===== config.mk =====
export PLATFORM = sky130hd
export DESIGN_NAME = segmented_bump_page_allocator
export DESIGN_NICKNAME = d
export VERILOG_FILES = /design/src/rtl/sbpa_pkg.sv /design/src/rtl/sbpa_ctrl.sv /design/src/rtl/sbpa_dpath.sv /design/src/rtl/segmented_bump_page_allocator.sv
export SDC_FILE = /design/constraint.sdc
export NUM_CORES = 1
export LEC_CHECK = 0
export ABC_AREA = 1
export BUFFER_PORTS_ARGS = -buffer_cell sky130_fd_sc_hd__buf_2
export CORE_MARGIN = 2
export CORE_UTILIZATION = 42
export CTS_CLUSTER_DIAMETER = 80
export DETAILED_ROUTE_END_ITERATION = 10
export PLACE_DENSITY = 0.62
export SLEW_MARGIN = 20
export SYNTH_ARGS = -nofsm -noshare
export SYNTH_HDL_FRONTEND = slang
export SYNTH_SLANG_ARGS = --single-unit

===== constraint.sdc =====
create_clock -name clock -period 7.85 [get_ports clock]
set_input_delay 1.57 -clock clock [delete_from_list [all_inputs] [get_ports clock]]
set_output_delay 1.57 -clock clock [all_outputs]
set_load 0.02 [all_outputs]

===== src/rtl/sbpa_pkg.sv =====
// Shared types and constants of the segmented bump page allocator.
package sbpa_pkg;

   localparam int unsigned ADDR_W = 32;

   localparam logic [31:0] AVAILABLE_TYPE = 32'd1;

   typedef enum logic [1:0] {
      ST_PAGE    = 2'd0,
      ST_OOM     = 2'd1,
      ST_KEPT    = 2'd2,
      ST_SKIPPED = 2'd3
   } sbpa_status_type;

   // Commands from the controller to the datapath.
   typedef struct packed {
      logic capture;
      logic trim;
      logic add_done;
      logic alloc_give;
      logic alloc_next;
      logic oom;
   } sbpa_cmd_type;

   // Status from the datapath to the controller.
   typedef struct packed {
      logic slot_empty;
      logic seg_used;
      logic out_free;
   } sbpa_stat_type;

endpackage


===== src/rtl/sbpa_ctrl.sv =====
// Controller state machine of the segmented bump page allocator.
module sbpa_ctrl (
   input  logic                  clock,
   input  logic                  reset,
   input  logic                  req_valid,
   input  logic                  req_type,
   output logic                  req_ready,
   input  sbpa_pkg::sbpa_stat_type stat,
   output sbpa_pkg::sbpa_cmd_type  cmd
);
   import sbpa_pkg::*;

   typedef enum logic [2:0] {
      S_IDLE,
      S_TRIM,
      S_COMMIT,
      S_READ,
      S_CHECK
   } state_type;

   state_type state_ff;
   state_type state_in;

   always_comb begin
      state_in  = state_ff;
      cmd       = '0;
      req_ready = 1'b0;
      unique case (state_ff)
         S_IDLE: begin
            req_ready = 1'b1;
            if (req_valid) begin
               cmd.capture = 1'b1;
               state_in    = req_type ? S_READ : S_TRIM;
            end
         end
         S_TRIM: begin
            cmd.trim = 1'b1;
            state_in = S_COMMIT;
         end
         S_COMMIT: begin
            if (stat.out_free) begin
               cmd.add_done = 1'b1;
               state_in     = S_IDLE;
            end
         end
         S_READ: begin
            if (stat.slot_empty) begin
               if (stat.out_free) begin
                  cmd.oom  = 1'b1;
                  state_in = S_IDLE;
               end
            end else begin
               state_in = S_CHECK;
            end
         end
         S_CHECK: begin
            // A used-up segment passes allocation on to the next slot upward.
            if (stat.seg_used) begin
               cmd.alloc_next = 1'b1;
               state_in       = S_READ;
            end else if (stat.out_free) begin
               cmd.alloc_give = 1'b1;
               state_in       = S_IDLE;
            end
         end
         default: state_in = S_IDLE;
      endcase
   end

   always_ff @(posedge clock) begin
      if (reset) begin
         state_ff <= S_IDLE;
      end else begin
         state_ff <= state_in;
      end
   end

endmodule


===== src/rtl/sbpa_dpath.sv =====
// Datapath of the segmented bump page allocator: segment stores, slot pointer, result register.
module sbpa_dpath #(
   parameter int unsigned NUM_SEGMENTS = 8,
   parameter int unsigned PAGE_BYTES   = 4096
) (
   input  logic                          clock,
   input  logic                          reset,
   input  logic                          req_type,
   input  logic [sbpa_pkg::ADDR_W-1:0]   req_region_start,
   input  logic [sbpa_pkg::ADDR_W-1:0]   req_region_length,
   input  logic [31:0]                   req_region_type,
   input  sbpa_pkg::sbpa_cmd_type        cmd,
   output sbpa_pkg::sbpa_stat_type       stat,
   input  logic                          rsp_ready,
   output logic                          rsp_valid,
   output logic [sbpa_pkg::ADDR_W-1:0]   rsp_page_address,
   output sbpa_pkg::sbpa_status_type     rsp_status
);
   import sbpa_pkg::*;

   localparam int unsigned SLOT_W = $clog2(NUM_SEGMENTS + 1);
   localparam int unsigned IDX_W  = (NUM_SEGMENTS > 1) ? $clog2(NUM_SEGMENTS) : 1;
   localparam logic [SLOT_W-1:0] SLOT_NONE = SLOT_W'(NUM_SEGMENTS);
   // PAGE_BYTES is a power of two, so the page offset is a mask.
   localparam logic [ADDR_W-1:0] PAGE_W   = ADDR_W'(PAGE_BYTES);
   localparam logic [ADDR_W-1:0] OFF_MASK = PAGE_W - 1'b1;

   logic [ADDR_W-1:0] base_mem [NUM_SEGMENTS];
   logic [ADDR_W-1:0] next_mem [NUM_SEGMENTS];

   logic              kind_ff;
   logic [ADDR_W-1:0] start_ff;
   logic [ADDR_W-1:0] length_ff;
   logic [31:0]       rtype_ff;

   logic [ADDR_W-1:0] base_ff;
   logic [ADDR_W-1:0] span_ff;
   logic              skip_ff;

   logic [SLOT_W-1:0] active_ff;
   logic [ADDR_W-1:0] rd_base_ff;
   logic [ADDR_W-1:0] rd_next_ff;

   logic              rsp_valid_ff;
   logic [ADDR_W-1:0] rsp_addr_ff;
   sbpa_status_type   rsp_status_ff;

   logic [ADDR_W-1:0] off;
   logic [ADDR_W-1:0] gap;
   logic              unaligned;
   logic              too_small;
   logic [ADDR_W-1:0] aligned_start;
   logic [ADDR_W-1:0] remaining;
   logic [ADDR_W-1:0] trimmed;
   logic              skip_in;
   logic [SLOT_W-1:0] slot_below;
   logic [IDX_W-1:0]  act_idx;
   logic [IDX_W-1:0]  add_idx;
   logic [ADDR_W-1:0] page_new;

   // Region trimming: round the start up to a page, cut the length to whole pages.
   always_comb begin
      off           = start_ff & OFF_MASK;
      gap           = PAGE_W - off;
      unaligned     = (off != '0);
      too_small     = unaligned && (length_ff <= gap);
      aligned_start = unaligned ? ((start_ff & ~OFF_MASK) + PAGE_W) : start_ff;
      remaining     = unaligned ? (length_ff - gap) : length_ff;
      trimmed       = remaining & ~OFF_MASK;
      skip_in       = (rtype_ff != AVAILABLE_TYPE) || (active_ff == '0) || too_small ||
                      (trimmed == '0);
   end

   assign slot_below = active_ff - 1'b1;
   assign act_idx    = active_ff[IDX_W-1:0];
   assign add_idx    = slot_below[IDX_W-1:0];
   assign page_new   = rd_next_ff - PAGE_W;

   assign stat.slot_empty = (active_ff == SLOT_NONE);
   assign stat.seg_used   = (rd_next_ff == rd_base_ff);
   assign stat.out_free   = !rsp_valid_ff || rsp_ready;

   always_ff @(posedge clock) begin
      if (cmd.capture) begin
         kind_ff   <= req_type;
         start_ff  <= req_region_start;
         length_ff <= req_region_length;
         rtype_ff  <= req_region_type;
      end
      if (cmd.trim) begin
         base_ff <= aligned_start;
         span_ff <= trimmed;
         skip_ff <= skip_in;
      end
   end

   always_ff @(posedge clock) begin
      if (cmd.add_done && !skip_ff) begin
         base_mem[add_idx] <= base_ff;
         next_mem[add_idx] <= base_ff + span_ff;
      end else if (cmd.alloc_give) begin
         next_mem[act_idx] <= page_new;
      end
      if (active_ff < SLOT_NONE) begin
         rd_base_ff <= base_mem[act_idx];
         rd_next_ff <= next_mem[act_idx];
      end
   end

   always_ff @(posedge clock) begin
      if (reset) begin
         active_ff <= SLOT_NONE;
      end else if (cmd.add_done && !skip_ff) begin
         active_ff <= slot_below;
      end else if (cmd.alloc_next) begin
         active_ff <= active_ff + 1'b1;
      end
   end

   always_ff @(posedge clock) begin
      if (reset) begin
         rsp_valid_ff <= 1'b0;
      end else if (cmd.add_done || cmd.alloc_give || cmd.oom) begin
         rsp_valid_ff <= 1'b1;
      end else if (rsp_ready) begin
         rsp_valid_ff <= 1'b0;
      end
   end

   always_ff @(posedge clock) begin
      if (cmd.add_done) begin
         rsp_addr_ff   <= '0;
         rsp_status_ff <= skip_ff ? ST_SKIPPED : ST_KEPT;
      end else if (cmd.alloc_give) begin
         rsp_addr_ff   <= page_new;
         rsp_status_ff <= ST_PAGE;
      end else if (cmd.oom) begin
         rsp_addr_ff   <= '0;
         rsp_status_ff <= ST_OOM;
      end
   end

   // The request kind is kept for the whole request; the stores are read whenever a slot is active.
   assign rsp_valid        = rsp_valid_ff;
   assign rsp_page_address = (rsp_status_ff == ST_PAGE || !kind_ff) ? rsp_addr_ff : '0;
   assign rsp_status       = rsp_status_ff;

endmodule


===== src/rtl/segmented_bump_page_allocator.sv =====
// Top level of the segmented bump page allocator.
//
// Usage: the request channel (req_valid/req_ready) carries one request per
// handshake. req_type 0 offers a memory region (req_region_start, _length,
// _type); only type 1 regions are kept, trimmed to whole pages and stored in
// the next free segment slot from the top down. req_type 1 asks for one page,
// taken downward from the active segment. The result channel (rsp_valid/
// rsp_ready) returns exactly one result per request: rsp_page_address and
// rsp_status (page given, out of memory, region kept, region skipped).
// Requests are handled one at a time. A region is trimmed, then committed, and
// its result is registered before the next request is taken. A page request
// checks the active segment through a registered read of the segment store and
// passes each used-up segment on to the next slot upward before it gives a
// page or, once no slot is left, an out-of-memory result.
// The result sits in an output register, so a request may be accepted while
// an earlier result still waits; a stalled receiver holds the result and
// stops the next request at its final step. Reset empties the segment list
// and the result register; store contents are undefined until written.
// PAGE_BYTES must be a power of two.
module segmented_bump_page_allocator #(
   parameter int unsigned NUM_SEGMENTS = 8,
   parameter int unsigned PAGE_BYTES   = 4096
) (
   input  logic                        clock,
   input  logic                        reset,
   input  logic                        req_valid,
   output logic                        req_ready,
   input  logic                        req_type,
   input  logic [sbpa_pkg::ADDR_W-1:0] req_region_start,
   input  logic [sbpa_pkg::ADDR_W-1:0] req_region_length,
   input  logic [31:0]                 req_region_type,
   output logic                        rsp_valid,
   input  logic                        rsp_ready,
   output logic [sbpa_pkg::ADDR_W-1:0] rsp_page_address,
   output sbpa_pkg::sbpa_status_type   rsp_status
);
   import sbpa_pkg::*;

   sbpa_cmd_type  cmd;
   sbpa_stat_type stat;

   sbpa_ctrl u_ctrl (
      .clock     (clock),
      .reset     (reset),
      .req_valid (req_valid),
      .req_type  (req_type),
      .req_ready (req_ready),
      .stat      (stat),
      .cmd       (cmd)
   );

   sbpa_dpath #(
      .NUM_SEGMENTS (NUM_SEGMENTS),
      .PAGE_BYTES   (PAGE_BYTES)
   ) u_dpath (
      .clock             (clock),
      .reset             (reset),
      .req_type          (req_type),
      .req_region_start  (req_region_start),
      .req_region_length (req_region_length),
      .req_region_type   (req_region_type),
      .cmd               (cmd),
      .stat              (stat),
      .rsp_ready         (rsp_ready),
      .rsp_valid         (rsp_valid),
      .rsp_page_address  (rsp_page_address),
      .rsp_status        (rsp_status)
   );

endmodule


======== Word level (Yosys, flattened, before mapping) ========
Memory sizes are Yosys's and may differ from the RTL's. A register that Yosys moved wholly into a read port is not among the register bits.
Index checks and enable logic that the tools add are counted.
storage, ports and cells
  register bits ........................... 192
  bits in latches ......................... 0
  bits in writable memories ............... 512
  memory bits (read-only) ................. 0
  input bits .............................. 101
  output and inout bits ................... 36
  logic and storage cells ................. 91
  memories kept ........................... 2
cells by class
  add/sub/neg operators ................... 7
  multiply operators ...................... 0
  divide/modulo/power cells ............... 0
  $lt $le $gt $ge ......................... 2
  eq/ne operators ......................... 8
  shifts and indexed selects .............. 0
  multiplexer cells ....................... 38
  bitwise operators ....................... 0
  reduce and logical (&&, ||, !) cells .... 22
memories
  name              depth  width  rd ports  clocked after memory_dff  write ports  RTL line          text
  u_dpath.base_mem  8      32     1         1                         1            sbpa_dpath.sv:28  logic [ADDR_W-1:0] base_mem [NUM_SEGMENTS];
  u_dpath.next_mem  8      32     1         1                         1            sbpa_dpath.sv:29  logic [ADDR_W-1:0] next_mem [NUM_SEGMENTS];
operators by type and width
  cell                                                  number
  2-to-1 mux 32 bit                                     6
  adder 32 x 13 -> 32 bit (second input constant)       1
  adder 32 bit                                          1
  == test 32 bit                                        1
  <= comparator 32 bit                                  1
  zero test 32 bit                                      1
  != test 32 x 1 -> 1 bit (second input constant)       1
  nonzero test 32 bit                                   1
  OR reduction 32 bit                                   1
  subtractor 32 x 13 -> 32 bit (second input constant)  1
  subtractor 32 bit                                     1
  2-to-1 mux 1 bit                                      19
  2-to-1 mux 3 bit                                      5
  case mux 3 bit (5 select lines)                       1
  subtractor 13 x 12 -> 14 bit (first input constant)   1
  2-to-1 mux 2 bit                                      5
  2-to-1 mux 4 bit                                      2
  logical OR 1 bit                                      7
  == test 3 x 2 -> 1 bit (second input constant)        2
  nonzero test 2 bit                                    3
  adder 4 x 1 -> 4 bit (second input constant)          1
  == test 4 bit (second input constant)                 1
  zero test 4 bit                                       1
  less-than comparator 4 bit (second input constant)    1
  9 further kinds                                       12

======== Logic depth before layout (Yosys ltp) ========
  depth after elaboration ................. 10
  depth in mapped cells ................... 24
  depth with buffers taken out ............ 24

======== By module ========
Synthesis repeated with hierarchy kept, for this count alone.
second synthesis, totals
  cell total of the unflattened synthesis .. 2721
  area, all modules ....................... 32193.4 um^2
by module, submodules not included
  module      times used  cells an instance  area an instance (um^2)  sequential area each (um^2)
  sbpa_dpath  1           2676               31925.6                  22601.7
  sbpa_ctrl   1           45                 267.8                    60.1

======== Worst setup path before layout ========
OpenSTA, ideal clock, no wires.
  path kind ............................... input to register
  start point ............................. input req_valid
  end point ............................... register u_dpath.kind_ff, enable pin
  library setup time ...................... 554 ps
  data arrival time ....................... 5614 ps
  required time ........................... 7296 ps
  setup slack ............................. 1682 ps
  stages on the path ...................... 2
  buffers on the path ..................... 0
  cells stage by stage .................... inv_1 nor2_1
RTL lines
  what                    RTL line                             text
  start: declaration      segmented_bump_page_allocator.sv:26  input logic req_valid,
  end signal: assignment  sbpa_dpath.sv:85                     kind_ff <= req_type;
  end: declaration        sbpa_dpath.sv:31                     logic kind_ff;

======== Worst setup path in the final report ========
  start point ............................. input rsp_ready
  end point ............................... memory u_dpath.next_mem[6][1], enable pin
between the ends
  longest elaborated chain between the ends .. 9
  elaborated cells on any way between the ends .. 14
  those cells by class .................... 11 x mux; 3 x reduce/logical
ends and longest elaborated chain
  what                                                                   RTL line                             text
  start: declaration                                                     segmented_bump_page_allocator.sv:33  input logic rsp_ready,
  logical OR 1 bit *                                                     sbpa_dpath.sv:81                     assign stat.out_free = !rsp_valid_ff || rsp_ready;
  2-to-1 mux 1 bit *                                                     sbpa_ctrl.sv:41, sbpa_ctrl.sv:61
  2-to-1 mux 1 bit                                                       sbpa_ctrl.sv:58                      if (stat.seg_used) begin
  2-to-1 mux 2 bit                                                       sbpa_ctrl.sv:28                      unique case (state_ff)
  2-to-1 mux 1 bit                                                       sbpa_dpath.sv:101                    end else if (cmd.alloc_give) begin
  2-to-1 mux 1 bit                                                       sbpa_dpath.sv:98                     if (cmd.add_done && !skip_ff) begin
  2-to-1 mux 1 bit (implied by the code)                                 sbpa_dpath.sv:102                    next_mem[act_idx] <= page_new;
  OR reduction 32 bit (no line)                                          n/a
  2-to-1 mux 3 bit (no line) / 2-to-1 mux 1 bit (equally long branches)  n/a
  end: declaration                                                       sbpa_dpath.sv:29
Mark *: on every way between the ends. The rest lies on a longest branch, timed or not.

==> impl_metrics.py <==
metrics = {
    "floorplanning": {
        "start_util_pct": 42.3,
        "die_h_um": 280,
        "row_count": 101,
        "coreArea_um2": 75800,
        "dieArea_um2": 78600,
        "die_x_um": 280,
        "io_pins": 137,
    },
    "setup_path": {
        "path_max_fanout": 55,
        "critical_path_required_ns": 8.17,
        "path_class": "in -> reg",
        "reg2reg_depth": 12,
        "start_kind": "input port",
        "r2r_start": "u_dpath.rd_next_ff[27]",
        "cp-end-kind": "flop",
        "r2r_setup_slack_ns": 3.98,
        "r2r_end": "u_dpath.next_mem[6][1]",
        "cp.arrival_ns": 4.29,
    },
    "timing": {
        "skew_ns": 0.0239,
        "period_needed_ns": 3.97,
        "tightestPinTransition_ns": 1.05,
        "post-route-worst-setup-slack_ns": 3.88,
        "fin_tns_setup_ns": 0,
        "finalMaxSlewViolations": 0,
        "max-slew-margin-rel_pct": 29.9,
        "post-route-period-util_pct": 50.6,
        "finalHoldViolCount": 0,
        "fmax_ghz": 0.252,
        "rsz0062_at_grt": "no",
        "setup_viol": 0,
    },
    "cells_and_area": {
        "stdcell_area_um2": 36600,
        "syn2layout_area_growth_pct": 14.0,
        "final_util_pct": 48.2,
        "drive_gt1_share_pct": 11.3,
        "fillers": 6651,
        "nNetsFinal": 3040,
    },
    "min_path": {
        "min_to": "u_dpath.rsp_addr_ff[26]",
        "hold_path.class": "reg -> reg",
        "hold_depth": 2,
        "worstHoldStart": "u_dpath.rsp_addr_ff[26]",
    },
    "clocking": {
        "cts_tree": "done",
        "cts_hold_buf": 0,
        "cts_buffers": 79,
        "clock_sinks": 768,
        "clk_pin_slew_ns": 0.06,
        "cts_max_path_buffers": 3,
        "post_cts_buffers": 0,
        "post_cts_resized": 0,
        "root_buffer": "clkbuf_16",
        "htreeDepth": 3,
        "clk_latency_ns": 0.62,
    },
    "placement": {
        "dp_hpwl_um": 46300,
        "place.gp.congestion": 0.888,
        "io_buffers": 136,
        "dp_slack_ns": 2.99,
        "postPlaceCellArea_um2": 33900,
    },
    "global_routing": {
        "first_global_vias": 20500,
        "grt_util_all_layers_pct": 18.9,
        "grt.overflow.total": 0,
        "grt_pass1_wl_um": 115000,
        "antenna_found_initial": 0,
        "grt_max_degree": 105,
    },
    "synthesis": {
        "synth_top_area_share_pct": 68.1,
        "synthFlopType": "edfxtp_1",
        "ys_seq_area_share_pct": 70.6,
        "synth-async-reset-ratio_pct": 0,
        "synth_area_leaders": "edfxtp_1, nor2_1, o21ai_0",
        "synthTopCellsByCount": "edfxtp_1, nor2_1, nand2_1",
        "synth-edff-count": 728,
        "syn-cell-area_um2": 32100,
        "netlist_instances": 2764,
        "synth_seq_cells": 768,
        "syn_area_per_cell_um2": 11.6,
        "yosys_warnings": 0,
        "yosysMostFrequentCell": "edfxtp_1",
        "yosysTopAreaCell": "edfxtp_1",
        "synth.distinct_cells": 49,
    },
    "run_status": {
        "status": "completed",
    },
    "routing": {
        "drc": 0,
        "antenna_left": 0,
        "viasPerCell": 5.26,
        "drtIter0Drc": 1676,
        "routedWlPerCell_um": 18.8,
        "num_vias": 20700,
        "routed_wl_um": 74200,
        "dr.pass1.iters": 5,
    },
    "power_and_ir_drop": {
        "p_leak_uw": 0.0132,
        "cellPowerDensity_nw_per_um2": 251,
        "ir_worst_vdd_v": 0.000186,
    },
    "flow_run": {
        "drv_cap": 0,
    },
}
-- worst max-delay path by stage --
stage | start | end | slack, ns | cells past startpoint
finish | rsp_ready | u_dpath.next_mem[6][1] | 3.88 | 9
CTS | u_dpath.active_ff[1] | u_dpath.next_mem[3][2] | 3.11 | 9
global placement | rsp_ready | u_dpath.next_mem[7][7] | 3.07 | 8
global route | u_dpath.rd_next_ff[27] | u_dpath.next_mem[6][1] | 3.61 | 12
floorplan | req_valid | u_dpath.kind_ff | 1.68 | 2
detailed placement | rsp_ready | u_dpath.next_mem[6][5] | 2.99 | 8
-- cells in the final DEF, fill, tap and decap left out, drive strengths merged, types with 40 or more instances in the layout --
cell	instances
nor2	605
nand2	308
clkbuf	98
dfxtp	40
xnor2	42
inv	211
o21ai	326
o22ai	79
nand3	57
a31oi	65
edfxtp	728
buf	163
-- state kept, by name, summed over array words and instances, names as in the netlist --
register,count
u_dpath.length_ff,32
u_dpath.start_ff,32
u_ctrl.state_ff,3
u_dpath.base_mem,256
u_dpath.skip_ff,1
u_dpath.rd_base_ff,32
u_dpath.active_ff,4
u_dpath.rsp_valid,1
u_dpath.span_ff,20
u_dpath.base_ff,32
u_dpath.rtype_ff,32
u_dpath.rd_next_ff,32
u_dpath.rsp_status,2
u_dpath.kind_ff,1
u_dpath.rsp_addr_ff,32
u_dpath.next_mem,256
-- through the flow --
| step | std cells | power, uW | hold slack, ns |
|---|---|---|---|
| after detailed placement | 3794 | 5550 | 0.459 |
| after global routing | 3944 | 9520 | 0.502 |
| after global placement | 3792 | 5520 | 0.449 |
| after CTS | 3940 | 9270 | 0.468 |
| final | 3945 | 9190 | 0.471 |
| after floorplan | 2773 | 5280 | 0.426 |
-- cell type report --
class	instances	area [um2]	share of cell area (%)
multi-input combinational	1679	8320	22.7
timing repair buffer	163	981	2.68
inverter	210	798	2.18
sequential	768	22700	62.0
clock inverter	48	477	1.30
antenna	1	2.50	0.00684
clock buffer	98	2110	5.77
tap	978	1220	3.34
-- worst max-delay path, stage by stage --
cell and delay, ns:
buf_2 0.10, nor2_1 0.25, inv_1 0.16, nand3_4 0.47, inv_2 0.37, o21ai_1 0.35
nand2_1 0.20, nor2_4 0.55, buf_16 0.24
-- power by group --
part / internal [uW] / switching [uW]
clock: 2210 / 1520
sequential: 4710 / 90.4
combinational: 177 / 485
total: 7100 / 2090
-- routing by layer --
| metal | global-route usage [%] | wire [um] | vias up |
|---|---|---|---|
| met3 | 3.05 | 4410 | 111 |
| met1 | 26.0 | 33100 | 10100 |
| met4 | 5.22 | 1640 | 0 |
| li1 | - | - | 9950 |
| met5 | 0 | 0 | - |
| met2 | 31.2 | 35100 | 632 |
-- kinds of logic after synthesis --
logic type / share of synthesized area [%]
compound gates: 8.77
xor+xnor: 2.10
fa+ha+maj: 1.51
buf+inv: 3.96
flops: 70.6
mux: 0.0312
other cells: 0.0117
simple gates: 13.0
No activity file was read; power rests on OpenSTA's default activity.
